--- src/rtl/hfp_pkg.sv ---
`timescale 1ns / 1ps
// ----------------------------------------------------------------------------
// hfp_pkg
// Shared types, codes and constants of the header field parser.
// ----------------------------------------------------------------------------
package hfp_pkg;

    // Default length limits
    localparam int NAME_MAX_DEF  = 256;
    localparam int VALUE_MAX_DEF = 8192;

    // Field limit register
    localparam int             LIMIT_W   = 10;
    localparam logic [9:0]     LIMIT_RST = 10'd100;
    localparam logic [9:0]     COUNT_SAT = 10'd1023;

    // Trim count field
    localparam int             TRIM_W   = 14;
    localparam int             TRIM_MAX = 16383;

    // Result queue depth
    localparam int RES_DEPTH = 4;

    // Character codes
    localparam logic [7:0] CH_CR    = 8'h0D;
    localparam logic [7:0] CH_LF    = 8'h0A;
    localparam logic [7:0] CH_COLON = 8'h3A;
    localparam logic [7:0] CH_TAB   = 8'h09;
    localparam logic [7:0] CH_SP    = 8'h20;
    localparam logic [7:0] CH_VT    = 8'h0B;
    localparam logic [7:0] CH_FF    = 8'h0C;

    typedef enum logic [2:0] {
        KIND_NAME  = 3'd0,
        KIND_VALUE = 3'd1,
        KIND_DROP  = 3'd2,
        KIND_FIELD = 3'd3,
        KIND_END   = 3'd4,
        KIND_ERROR = 3'd5
    } t_kind;

    typedef enum logic [1:0] {
        ERR_FIELDS = 2'd0,
        ERR_NAME   = 2'd1,
        ERR_VALUE  = 2'd2,
        ERR_FOLDED = 2'd3
    } t_err;

    // One result item
    typedef struct packed {
        t_kind              kind;
        logic [7:0]         data;
        logic               ebs;
        logic [TRIM_W-1:0]  trim;
        t_err               err;
        logic               last;
    } t_res;

    // Results of one accepted byte, in order
    typedef struct packed {
        logic [1:0] cnt;
        t_res       r0;
        t_res       r1;
    } t_push;

    function automatic logic is_ws(input logic [7:0] b);
        return (b == CH_SP) || (b == CH_TAB) || (b == CH_VT) || (b == CH_FF);
    endfunction

    function automatic t_res mk_res(input t_kind kind, input logic [7:0] data,
                                    input logic ebs, input logic [TRIM_W-1:0] trim,
                                    input t_err err);
        t_res r;
        r.kind = kind;
        r.data = data;
        r.ebs  = ebs;
        r.trim = trim;
        r.err  = err;
        r.last = 1'b0;
        return r;
    endfunction

endpackage

--- src/rtl/header_field_parser.sv ---
`timescale 1ns / 1ps
// ----------------------------------------------------------------------------
// header_field_parser
// Streams a message header byte by byte into name, value and control results.
// ----------------------------------------------------------------------------
// Output: a result is registered in the result queue before it is on m_axis.
// Throughput: one byte per cycle while each byte causes at most one result and
//   m_axis_tready is high; a byte causing two results gives them out in order,
//   and the input stalls when the four-entry result queue has fewer than two free entries.
// Reset (synchronous, active low): parser at line start with all counts zero,
//   result queue empty, field limit 100.
module header_field_parser #(
    parameter int NAME_MAX  = hfp_pkg::NAME_MAX_DEF,
    parameter int VALUE_MAX = hfp_pkg::VALUE_MAX_DEF
) (
    input  logic        i_clk,
    input  logic        i_rst_n,
    // Input byte stream
    input  logic        s_axis_tvalid,
    output logic        s_axis_tready,
    input  logic [7:0]  s_axis_tdata,   // [7:0] data_byte
    input  logic        s_axis_tlast,   // end_of_stream
    // Result stream
    output logic        m_axis_tvalid,
    input  logic        m_axis_tready,
    output logic [31:0] m_axis_tdata,   // [7:0] out_byte, [8] ended_by_stream_end,
                                        // [22:9] trim_count, [24:23] error_code
    output logic [2:0]  m_axis_tuser,   // [2:0] kind
    output logic        m_axis_tlast,   // last
    // Field limit write
    input  logic        i_cfg_valid,
    output logic        o_cfg_ready,
    input  logic [9:0]  i_cfg_data
);

    logic [hfp_pkg::LIMIT_W-1:0] r_field_limit;
    hfp_pkg::t_push              push;
    hfp_pkg::t_res               res;
    logic                        room;
    logic                        accept;

    assign o_cfg_ready   = 1'b1;
    assign s_axis_tready = room;
    assign accept        = s_axis_tvalid && room;

    // Hold the field limit register
    always_ff @(posedge i_clk) begin
        if (!i_rst_n) begin
            r_field_limit <= hfp_pkg::LIMIT_RST;
        end else if (i_cfg_valid) begin
            r_field_limit <= i_cfg_data;
        end
    end

    hfp_core #(
        .NAME_MAX  (NAME_MAX),
        .VALUE_MAX (VALUE_MAX)
    ) u_core (
        .i_clk         (i_clk),
        .i_rst_n       (i_rst_n),
        .i_valid       (accept),
        .i_byte        (s_axis_tdata),
        .i_eos         (s_axis_tlast),
        .i_field_limit (r_field_limit),
        .o_push        (push)
    );

    hfp_res_fifo u_fifo (
        .i_clk   (i_clk),
        .i_rst_n (i_rst_n),
        .i_push  (push),
        .o_room  (room),
        .o_valid (m_axis_tvalid),
        .i_ready (m_axis_tready),
        .o_res   (res)
    );

    // Pack the result onto the output request
    assign m_axis_tdata = {7'd0, res.err, res.trim, res.ebs, res.data};
    assign m_axis_tuser = res.kind;
    assign m_axis_tlast = res.last;

endmodule

--- src/rtl/hfp_core.sv ---
`timescale 1ns / 1ps
// ----------------------------------------------------------------------------
// hfp_core
// Parser state and per-byte step logic; emits up to two results per byte.
// ----------------------------------------------------------------------------
module hfp_core #(
    parameter int NAME_MAX  = hfp_pkg::NAME_MAX_DEF,
    parameter int VALUE_MAX = hfp_pkg::VALUE_MAX_DEF
) (
    input  logic                        i_clk,
    input  logic                        i_rst_n,
    input  logic                        i_valid,
    input  logic [7:0]                  i_byte,
    input  logic                        i_eos,
    input  logic [hfp_pkg::LIMIT_W-1:0] i_field_limit,
    output hfp_pkg::t_push              o_push
);

    localparam int NW = $clog2(NAME_MAX + 1);
    localparam int VW = $clog2(VALUE_MAX + 1);

    typedef enum logic [2:0] {
        PH_LINE  = 3'd0,
        PH_NAME  = 3'd1,
        PH_SKIP  = 3'd2,
        PH_VALUE = 3'd3,
        PH_CR    = 3'd4,
        PH_EOL   = 3'd5
    } t_phase;

    t_phase                      r_phase,     n_phase;
    logic [NW-1:0]               r_name_len,  n_name_len;
    logic [VW-1:0]               r_value_len, n_value_len;
    logic                        r_seen,      n_seen;
    logic [VW-1:0]               r_trail,     n_trail;
    logic                        r_folded,    n_folded;
    logic [hfp_pkg::LIMIT_W-1:0] r_count,     n_count;

    logic [hfp_pkg::TRIM_W-1:0]  trim_sat;
    hfp_pkg::t_res               res0, res1, ls_res;
    logic [1:0]                  cnt;
    logic                        restart, fin_end, do_vb, do_ls, vb_fold, ls_has;
    logic [hfp_pkg::LIMIT_W-1:0] ls_count;

    // Saturate the trailing run to the trim field
    always_comb begin
        if (32'(r_trail) > 32'(hfp_pkg::TRIM_MAX)) begin
            trim_sat = hfp_pkg::TRIM_W'(hfp_pkg::TRIM_MAX);
        end else begin
            trim_sat = hfp_pkg::TRIM_W'(r_trail);
        end
    end

    // Step one byte
    always_comb begin
        n_phase     = r_phase;
        n_name_len  = r_name_len;
        n_value_len = r_value_len;
        n_seen      = r_seen;
        n_trail     = r_trail;
        n_folded    = r_folded;
        n_count     = r_count;
        res0        = '0;
        res1        = '0;
        ls_res      = '0;
        ls_has      = 1'b0;
        cnt         = 2'd0;
        restart     = 1'b0;
        fin_end     = 1'b0;
        do_vb       = 1'b0;
        do_ls       = 1'b0;
        vb_fold     = r_folded;
        ls_count    = r_count;

        unique case (r_phase)
            PH_NAME: begin
                if (i_eos) begin
                    res0    = hfp_pkg::mk_res(hfp_pkg::KIND_ERROR, 8'd0, 1'b0, '0,
                                              hfp_pkg::ERR_NAME);
                    cnt     = 2'd1;
                    restart = 1'b1;
                end else if (i_byte == hfp_pkg::CH_COLON) begin
                    n_phase = PH_SKIP;
                end else if (i_byte == hfp_pkg::CH_LF) begin
                    res0        = hfp_pkg::mk_res(hfp_pkg::KIND_DROP, 8'd0, 1'b0, '0,
                                                  hfp_pkg::ERR_FIELDS);
                    cnt         = 2'd1;
                    n_name_len  = '0;
                    n_value_len = '0;
                    n_seen      = 1'b0;
                    n_trail     = '0;
                    n_folded    = 1'b0;
                    n_phase     = PH_LINE;
                end else if (r_name_len >= NW'(NAME_MAX)) begin
                    res0    = hfp_pkg::mk_res(hfp_pkg::KIND_ERROR, 8'd0, 1'b0, '0,
                                              hfp_pkg::ERR_NAME);
                    cnt     = 2'd1;
                    restart = 1'b1;
                end else begin
                    res0       = hfp_pkg::mk_res(hfp_pkg::KIND_NAME, i_byte, 1'b0, '0,
                                                 hfp_pkg::ERR_FIELDS);
                    cnt        = 2'd1;
                    n_name_len = r_name_len + NW'(1);
                end
            end
            PH_SKIP: begin
                if (i_eos) begin
                    fin_end = 1'b1;
                end else if (!hfp_pkg::is_ws(i_byte)) begin
                    do_vb = 1'b1;
                end
            end
            PH_VALUE: begin
                if (i_eos) begin
                    fin_end = 1'b1;
                end else begin
                    do_vb = 1'b1;
                end
            end
            PH_CR: begin
                if (i_eos) begin
                    fin_end = 1'b1;
                end else if (i_byte == hfp_pkg::CH_LF) begin
                    n_phase = PH_EOL;
                end else begin
                    res0    = hfp_pkg::mk_res(hfp_pkg::KIND_ERROR, 8'd0, 1'b0, '0,
                                              r_folded ? hfp_pkg::ERR_FOLDED
                                                       : hfp_pkg::ERR_VALUE);
                    cnt     = 2'd1;
                    restart = 1'b1;
                end
            end
            PH_EOL: begin
                if (i_eos) begin
                    fin_end = 1'b1;
                end else if (i_byte == hfp_pkg::CH_SP || i_byte == hfp_pkg::CH_TAB) begin
                    // Folded continuation line
                    n_folded = 1'b1;
                    vb_fold  = 1'b1;
                    do_vb    = 1'b1;
                end else begin
                    res0     = hfp_pkg::mk_res(hfp_pkg::KIND_FIELD, 8'd0, 1'b0, trim_sat,
                                               hfp_pkg::ERR_FIELDS);
                    cnt      = 2'd1;
                    ls_count = (r_count < hfp_pkg::COUNT_SAT) ? r_count + 10'd1 : r_count;
                    do_ls    = 1'b1;
                end
            end
            default: begin
                if (i_eos) begin
                    res0    = hfp_pkg::mk_res(hfp_pkg::KIND_END, 8'd0, 1'b1, '0,
                                              hfp_pkg::ERR_FIELDS);
                    cnt     = 2'd1;
                    restart = 1'b1;
                end else begin
                    do_ls = 1'b1;
                end
            end
        endcase

        // Field complete, then header end by stream end
        if (fin_end) begin
            res0    = hfp_pkg::mk_res(hfp_pkg::KIND_FIELD, 8'd0, 1'b0, trim_sat,
                                      hfp_pkg::ERR_FIELDS);
            res1    = hfp_pkg::mk_res(hfp_pkg::KIND_END, 8'd0, 1'b1, '0,
                                      hfp_pkg::ERR_FIELDS);
            cnt     = 2'd2;
            restart = 1'b1;
        end

        // Value byte
        if (do_vb) begin
            if (i_byte == hfp_pkg::CH_CR) begin
                n_phase = PH_CR;
            end else if (i_byte == hfp_pkg::CH_LF) begin
                n_phase = PH_EOL;
            end else if (r_value_len >= VW'(VALUE_MAX)) begin
                res0    = hfp_pkg::mk_res(hfp_pkg::KIND_ERROR, 8'd0, 1'b0, '0,
                                          vb_fold ? hfp_pkg::ERR_FOLDED
                                                  : hfp_pkg::ERR_VALUE);
                cnt     = 2'd1;
                restart = 1'b1;
            end else begin
                n_value_len = r_value_len + VW'(1);
                n_phase     = PH_VALUE;
                if (hfp_pkg::is_ws(i_byte)) begin
                    // Suppress leading whitespace, count trailing whitespace
                    if (r_seen) begin
                        res0    = hfp_pkg::mk_res(hfp_pkg::KIND_VALUE, i_byte, 1'b0, '0,
                                                  hfp_pkg::ERR_FIELDS);
                        cnt     = 2'd1;
                        n_trail = r_trail + VW'(1);
                    end
                end else begin
                    n_seen  = 1'b1;
                    n_trail = '0;
                    res0    = hfp_pkg::mk_res(hfp_pkg::KIND_VALUE, i_byte, 1'b0, '0,
                                              hfp_pkg::ERR_FIELDS);
                    cnt     = 2'd1;
                end
            end
        end

        // First byte of a line
        if (do_ls) begin
            if (i_byte == hfp_pkg::CH_CR || i_byte == hfp_pkg::CH_LF) begin
                ls_res  = hfp_pkg::mk_res(hfp_pkg::KIND_END, i_byte, 1'b0, '0,
                                          hfp_pkg::ERR_FIELDS);
                ls_has  = 1'b1;
                restart = 1'b1;
            end else if (i_field_limit != '0 && ls_count == i_field_limit) begin
                ls_res  = hfp_pkg::mk_res(hfp_pkg::KIND_ERROR, 8'd0, 1'b0, '0,
                                          hfp_pkg::ERR_FIELDS);
                ls_has  = 1'b1;
                restart = 1'b1;
            end else begin
                n_count     = ls_count;
                n_value_len = '0;
                n_seen      = 1'b0;
                n_trail     = '0;
                n_folded    = 1'b0;
                if (i_byte == hfp_pkg::CH_COLON) begin
                    n_name_len = '0;
                    n_phase    = PH_SKIP;
                end else begin
                    ls_res     = hfp_pkg::mk_res(hfp_pkg::KIND_NAME, i_byte, 1'b0, '0,
                                                 hfp_pkg::ERR_FIELDS);
                    ls_has     = 1'b1;
                    n_name_len = NW'(1);
                    n_phase    = PH_NAME;
                end
            end
            if (ls_has) begin
                if (cnt == 2'd0) begin
                    res0 = ls_res;
                end else begin
                    res1 = ls_res;
                end
                cnt = cnt + 2'd1;
            end
        end

        // Restart after header end or error
        if (restart) begin
            n_phase     = PH_LINE;
            n_name_len  = '0;
            n_value_len = '0;
            n_seen      = 1'b0;
            n_trail     = '0;
            n_folded    = 1'b0;
            n_count     = '0;
        end

        // Mark the final result of this byte
        if (cnt == 2'd1) begin
            res0.last = 1'b1;
        end
        if (cnt == 2'd2) begin
            res1.last = 1'b1;
        end

        o_push.cnt = i_valid ? cnt : 2'd0;
        o_push.r0  = res0;
        o_push.r1  = res1;
    end

    // Hold parser state, advance on each accepted byte
    always_ff @(posedge i_clk) begin
        if (!i_rst_n) begin
            r_phase     <= PH_LINE;
            r_name_len  <= '0;
            r_value_len <= '0;
            r_seen      <= 1'b0;
            r_trail     <= '0;
            r_folded    <= 1'b0;
            r_count     <= '0;
        end else if (i_valid) begin
            r_phase     <= n_phase;
            r_name_len  <= n_name_len;
            r_value_len <= n_value_len;
            r_seen      <= n_seen;
            r_trail     <= n_trail;
            r_folded    <= n_folded;
            r_count     <= n_count;
        end
    end

endmodule

--- src/rtl/hfp_res_fifo.sv ---
`timescale 1ns / 1ps
// ----------------------------------------------------------------------------
// hfp_res_fifo
// Small result queue: takes up to two results per cycle, gives one per cycle while i_ready is high.
// ----------------------------------------------------------------------------
module hfp_res_fifo (
    input  logic           i_clk,
    input  logic           i_rst_n,
    input  hfp_pkg::t_push i_push,
    output logic           o_room,
    output logic           o_valid,
    input  logic           i_ready,
    output hfp_pkg::t_res  o_res
);

    localparam int DEPTH = hfp_pkg::RES_DEPTH;
    localparam int PW    = $clog2(DEPTH);
    localparam int CW    = $clog2(DEPTH + 1);

    hfp_pkg::t_res r_mem [DEPTH];
    logic [PW-1:0] r_wr, n_wr;
    logic [PW-1:0] r_rd, n_rd;
    logic [CW-1:0] r_count, n_count;
    logic          pop;

    // Room for the two results a byte may cause
    assign o_room  = (r_count <= CW'(DEPTH - 2));
    assign o_valid = (r_count != '0);
    assign o_res   = r_mem[r_rd];
    assign pop     = o_valid && i_ready;

    // Advance pointers and fill count
    always_comb begin
        n_wr    = r_wr + PW'(i_push.cnt);
        n_rd    = pop ? r_rd + PW'(1) : r_rd;
        n_count = r_count + CW'(i_push.cnt) - CW'(pop);
    end

    always_ff @(posedge i_clk) begin
        if (!i_rst_n) begin
            r_wr    <= '0;
            r_rd    <= '0;
            r_count <= '0;
        end else begin
            r_wr    <= n_wr;
            r_rd    <= n_rd;
            r_count <= n_count;
        end
    end

    // Store results; payload needs no reset
    always_ff @(posedge i_clk) begin
        if (i_push.cnt != 2'd0) begin
            r_mem[r_wr] <= i_push.r0;
        end
        if (i_push.cnt == 2'd2) begin
            r_mem[r_wr + PW'(1)] <= i_push.r1;
        end
    end

endmodule

--- config.mk ---
export PLATFORM = sky130hd
export DESIGN_NAME = header_field_parser
export DESIGN_NICKNAME = d
export VERILOG_FILES = /design/src/rtl/hfp_pkg.sv /design/src/rtl/header_field_parser.sv /design/src/rtl/hfp_core.sv /design/src/rtl/hfp_res_fifo.sv
export SDC_FILE = /design/constraint.sdc
export NUM_CORES = 1
export LEC_CHECK = 0
export BUFFER_PORTS_ARGS = -buffer_cell sky130_fd_sc_hd__buf_2
export CAP_MARGIN = 20
export CORE_MARGIN = 1.5
export CORE_UTILIZATION = 65
export CTS_BUF_LIST = sky130_fd_sc_hd__clkbuf_4 sky130_fd_sc_hd__clkbuf_8
export CTS_CLUSTER_DIAMETER = 60
export DETAILED_ROUTE_END_ITERATION = 12
export PLACE_DENSITY = 0.92
export SYNTH_ARGS = -nofsm -noshare
export SYNTH_HDL_FRONTEND = slang
export SYNTH_SLANG_ARGS = --single-unit
--- constraint.sdc ---
create_clock -name i_clk -period 8.8 [get_ports i_clk]
set_input_delay 0.44 -clock i_clk [delete_from_list [all_inputs] [get_ports i_clk]]
set_output_delay 0.44 -clock i_clk [all_outputs]
set_load 0.02 [all_outputs]
# Yosys cells after proc, flatten, opt, wreduce, memory -nomap -nowiden

Memories as Yosys holds them, arrays and structs flattened. A register that Yosys moved wholly into a read port is not among the register bits.
Index checks and enable logic that the tools add are counted.

$add $sub $neg: 10
$lt $le $gt $ge: 4
Eq/ne operators: 18
Multiplexer cells: 168
Reductions and logical operators: 17

Operators with widths:

| kind                    | number |
|---|---|
| $mux W29                | 24 |
| $mux W14                | 26 |
| $pmux W29 S4            | 1 |
| $mux W9                 | 9 |
| $mux W10                | 8 |
| $mux W1                 | 63 |
| $eq A8 B4 Y1 const B    | 5 |
| $mux W3                 | 13 |
| $mux W2                 | 16 |
| $add A14 B1 Y14 const B | 2 |
| $mux W28                | 1 |
| $mux W26                | 1 |
| $eq A8 B6 Y1 const B    | 2 |
| $ge A14 B14 Y1 const B  | 1 |
| $add A10 B1 Y10 const B | 1 |
| $eq A10 B10 Y1          | 1 |
| $lt A10 B10 Y1 const B  | 1 |
| $reduce_bool A10 Y1     | 1 |
| $add A9 B1 Y9 const B   | 1 |
| $ge A9 B9 Y1 const B    | 1 |
| $pmux W2 S4             | 1 |
| $reduce_or A4 Y1        | 2 |
| $add A2 B1 Y2 const B   | 3 |
| $eq A3 B2 Y1 const B    | 2 |
| other kinds (20)        | 31 |

Register bits: 69
Memory bits (writable): 116
Input port bits: 24
Output and inout port bits: 39
Word-level logic and storage cells: 229
Memories kept: 1

Memories:

| memory       | depth | width | rd ports | clocked after Yosys merged registers in | write ports | RTL line           | text |
|---|---|---|---|---|---|---|---|
| u_fifo.r_mem | 4     | 29    | 1        | 1                                       | 2           | hfp_res_fifo.sv:20 | `hfp_pkg::t_res r_mem [DEPTH];` |

# Depth between registers and ports, before layout

Depth in word-level cells: 19
Depth in mapped cells: 20
Depth with buffers taken out: 16

# Modules after synthesis

From an unflattened synthesis, not the netlist that was laid out.

Cells, all modules: 1050
Area total of the unflattened synthesis: 11390.9 um2

Modules (own cells, without submodules):

| module              | instances | cells each | area each (um2) | sequential area each (um2) |
|---|---|---|---|---|
| hfp_res_fifo        | 1         | 328        | 6073.3          | 3663.5 |
| hfp_core            | 1         | 679        | 4873.4          | 1041.0 |
| header_field_parser | 1         | 43         | 444.2           | 200.2 |

# Worst setup path after synthesis

OpenSTA, ideal clock, no wires.

Path kind: in2reg
Start point: input port s_axis_tdata[3]
End point: memory u_fifo.r_mem[1][0] (netlist name), enable pin
Setup time: 0.294 ns
Arrival time: 4.105 ns
Required time: 8.506 ns
Setup slack: 4.401 ns
Cell stages on the path: 17
Buffers on the path: 4
Cells stage by stage: buf_2 > or4bb_1 > o32a_1 > a211oi_1 > nor2_1 > or2_2 > clkbuf_1 > inv_1 > ha_1 > or4_1 > o31ai_1 > nor4_1 > a211o_1 > buf_6 > a21oi_4 > buf_6 > inv_1

RTL lines:

| item            | RTL line                  | text |
|---|---|---|
| start, declared | header_field_parser.sv:21 | `input logic [7:0] s_axis_tdata,` |
| end, declared   | hfp_res_fifo.sv:20        |  |

==> metrics.md <==
| Metric | Value |
|---|---|
| Status | finished clean |
| Slew headroom | 0.241 |
| Clock transition at path regs | between 0.1 and 0.15 ns |
| Cells after Synth | 1092 |
| Post-synthesis register bit count | around 190 |
| Synth-to-Final Area Change | 5.94% |
| Largest net degree at the start of global routing | 52 |
| DR vias | 9143 |
| Htree depth | 4 |
| CP Launch Type | flop |
| First-pass GRT wire length | between 40000 and 50000 um |
| Gpl congestion | 0.979 |
| Sequential share of the synthesized area | 0.410 |
| Slowest cell on crit path | a211o_1 |
| Clock Path Buffers | 2 |
| Grt ovf | 0 |
| Nets | 1138 |
| Tcrit/Tclk final | 0.644 |
| Final setup vio count | 0 |
| Routed Antenna Nets | 0 |
| Setup ws final | roughly 3.1 ns |
| PostCTS Resize Cnt | 0 |
| Crit path required time | about 9.0 ns |
| Hold Buf Count CTS | 0 |
| Final instance area | 0.0109 mm2 |
| Initial drt markers | 1180 |
| Reg2Reg Depth | 15 |
| Die height | between 100 and 150 um |
| Ys async rst share | 0 |
| Root buf cell | clkbuf_8 |
| DR pass1 iterations | 6 |
| Top delay family on crit path | compound AO/OA/AOI/OAI gates |
| Crit path time final | 5.67 ns |
| Die area | 0.0166 mm2 |
| Final hold violations | 0 |
| Port buffer count | 54 |
| DP Wirelength | around 19000 um |
| # DRC | 0 |
| Main flop type after synthesis | dfxtp_1 |
| Buffer count from post-CTS setup fixing | 0 |
| Vias in the first global route | between 8000 and 9000 |
| Place WS | 3.27 ns |
| Critical Path End Type | flop |
| CTS buffer count | 17 |
| Synth Area per Inst | around 9.4 um2 |
| Crit path cell chain | inv_1, ha_1, nor2b_1, clkinv_1, o21ai_0, nor2_1, or2_2, inv_1, ha_1, or4_1, o31ai_1, nor4_1, a211o_1, a21oi_4, inv_1 |
| Final Skew | roughly 0.024 ns |
| Total negative slack | 0 ns |
| Io pins | 63 |
| Mapped cell area | 0.0103 mm2 |
| Worst hold path depth | 3 |
| N_diodes | 0 |
| Highest Clock Rate | roughly 0.18 GHz |
| Crit path DAT | between 5 and 6 ns |
| Overall global routing resource usage | 0.332 |
| Post-DP Area | 0.0105 mm2 |
| Initial Utilization | 0.673 |
| Buf/Inv on CP | 4 |
| CP Max Fanout | 19 |
| Max incr delay on CP | 0.66 ns |
| RSZ-0062 raised after global routing | false |
| Max capacitance violation total | 0 |
| Clock Sink Count | 187 |
| Worst setup path category | flop to flop |
| Antenna violations before repair | 0 |
| Total Wirelength | about 27000 um |
| Core footprint | ~0.015 mm2 |
| EDFF count, synth | 48 |
| Unique masters post-synth | 86 |
| Pleak | 3.77 nW |
| Critical path's most frequent cell | inv_1 |
| Die W | ~130 um |
| Max VDD drop | about 0.15 mV |
| PD cells | approximately 190 mW/mm2 |
| CTS tree | yes |
| YS warnings | 0 |
| Worst hold path class | input pin to flop |
| FP Rows | between 40 and 50 |
| WL per Instance | between 20 and 25 um |
| Critical path depth in cells | 15 |
| Slew @ Worst Pin | approximately 1.1 ns |
| DR vias/cell | about 6.9 |
| Share of layout cells above drive strength 1 | 0.147 |
| Power Total | between 2 and 2.5 mW |
| Final Slew Violations | 0 |
| Worst-Skew Late Latency | between 0.4 and 0.5 ns |
[per-stage QoR]
step,std cells,utilization,hold WS (ns)
2_1_floorplan,1098,-,0.427
3_3_place_gp,1292,0.686,0.439
3_5_place_dp,1292,0.686,0.446
4_1_cts,1324,0.713,0.150
5_1_grt,1324,0.713,0.144
6_report,1324,0.713,0.173
[state kept, by name, indices dropped and copies added (netlist names), 2 cells and up, named ones only]
signal,count
u_core.r_count,10
u_fifo.r_count,3
u_core.r_value_len,14
u_core.r_phase,3
u_core.r_name_len,9
u_core.r_trail,14
u_fifo.r_mem,116
u_fifo.r_wr,2
r_field_limit,10
u_fifo.r_rd,2
[final timing paths]
| kind | start | end | slack [ns] |
|---|---|---|---|
| setup / recovery | u_core.r_phase[1] | u_fifo.r_mem[1][19] | 3.13 |
| hold / removal | i_cfg_data[6] | r_field_limit[6] | 0.17 |
| setup reg to reg | u_core.r_phase[1] | u_fifo.r_mem[1][19] | 3.13 |
| hold reg to reg | u_fifo.r_mem[2][12] | u_fifo.r_mem[2][12] | 0.48 |
[cells in the mapped netlist, drive strengths merged (4+ instances only)]
| master | count | area [um2] |
|---|---|---|
| o2111ai | 6 | 52.6 |
| and2 | 11 | 68.8 |
| o2bb2ai | 40 | 400 |
| mux2i | 13 | 130 |
| a31oi | 19 | 119 |
| clkbuf | 45 | 170 |
| nor2 | 95 | 364 |
| inv | 33 | 124 |
| edfxtp | 48 | 1440 |
| o21a | 5 | 37.5 |
| o21ai | 57 | 285 |
| dfxtp | 139 | 2780 |
| xnor2 | 12 | 105 |
| nand3 | 39 | 195 |
| buf | 38 | 273 |
| nand4 | 12 | 75.1 |
| a21oi | 98 | 536 |
| o32ai | 11 | 96.3 |
| a311oi | 4 | 71.3 |
| nor2b | 10 | 62.6 |
| and3 | 22 | 138 |
| nand2b | 6 | 37.5 |
| or4 | 8 | 60.1 |
| a32o | 18 | 180 |
| o22ai | 15 | 93.8 |
| nand2 | 91 | 342 |
| o31ai | 5 | 37.5 |
| nor3 | 23 | 125 |
| ha | 13 | 163 |
| nor4 | 12 | 75.1 |
| or3 | 9 | 56.3 |
| a22oi | 9 | 67.6 |
| a211oi | 14 | 118 |
| xor2 | 6 | 52.6 |
| o211ai | 10 | 95.1 |
| nor3b | 6 | 55.1 |
| mux4 | 29 | 653 |
[layout by cell type, fill, tap and decap left out, types with 29 or more instances in the layout]
| cell type | instances |
|---|---|
| nand3_1 | 39 |
| inv_1 | 33 |
| dfxtp_1 | 138 |
| o21ai_0 | 56 |
| a21oi_1 | 94 |
| o2bb2ai_1 | 32 |
| nand2_1 | 91 |
| edfxtp_1 | 48 |
| mux4_2 | 29 |
| buf_2 | 54 |
| nor2_1 | 94 |
[cell families (layout without fill, tap and decap cells)]
| kind of cell | after synthesis | count (layout) | share of synthesized area |
|---|---|---|---|
| multiplexers | 42 | 42 | 0.0760 |
| other | 2 | 8 | 0.000729 |
| AND/OR/NAND/NOR | 362 | 362 | 0.176 |
| adder cells (fa/ha/maj) | 14 | 14 | 0.0177 |
| XOR/XNOR | 18 | 18 | 0.0153 |
| buffers and inverters | 118 | 133 | 0.0557 |
| AO/OA/AOI/OAI | 349 | 349 | 0.248 |
| flip-flops | 187 | 187 | 0.410 |
[layout make-up]
cell class / count / area [um2]
tap: 211 / 264
timing repair buffer: 66 / 360
clock inverter: 15 / 173
clock buffer: 17 / 234
fill: 1159 / 4400
sequential: 187 / 4230
inverter: 35 / 131
multi-input combinational: 793 / 5530
[metal layers]
| layer | GRT usage | vias to the layer above | routed length, um | share of wire |
|---|---|---|---|---|
| met3 | 0.0586 | 79 | 2340 | 0.087 |
| li1 | - | 4177 | - | - |
| met4 | 0.128 | 0 | 805 | 0.030 |
| met5 | 0 | - | 0 | 0 |
| met2 | 0.536 | 557 | 12700 | 0.47 |
| met1 | 0.448 | 4330 | 11100 | 0.41 |
[worst reg2reg max path, cell delays in order, from the launching register on]
cell	delay, ns
dfxtp_1	0.50
inv_1	0.14
ha_1	0.36
nor2b_1	0.22
clkinv_1	0.51
o21ai_0	0.38
nor2_1	0.11
or2_2	0.34
inv_1	0.09
ha_1	0.27
or4_1	0.56
o31ai_1	0.09
nor4_1	0.10
a211o_1	0.66
a21oi_4	0.62
inv_1	0.40
[where the power goes]
part | switching [mW] | internal [mW]
Combinational | 0.272 | 0.179
Clock | 0.360 | 0.217
Sequential | 0.0631 | 0.932
Total | 0.696 | 1.33
Note: power is estimated with default switching activity, not from simulation.
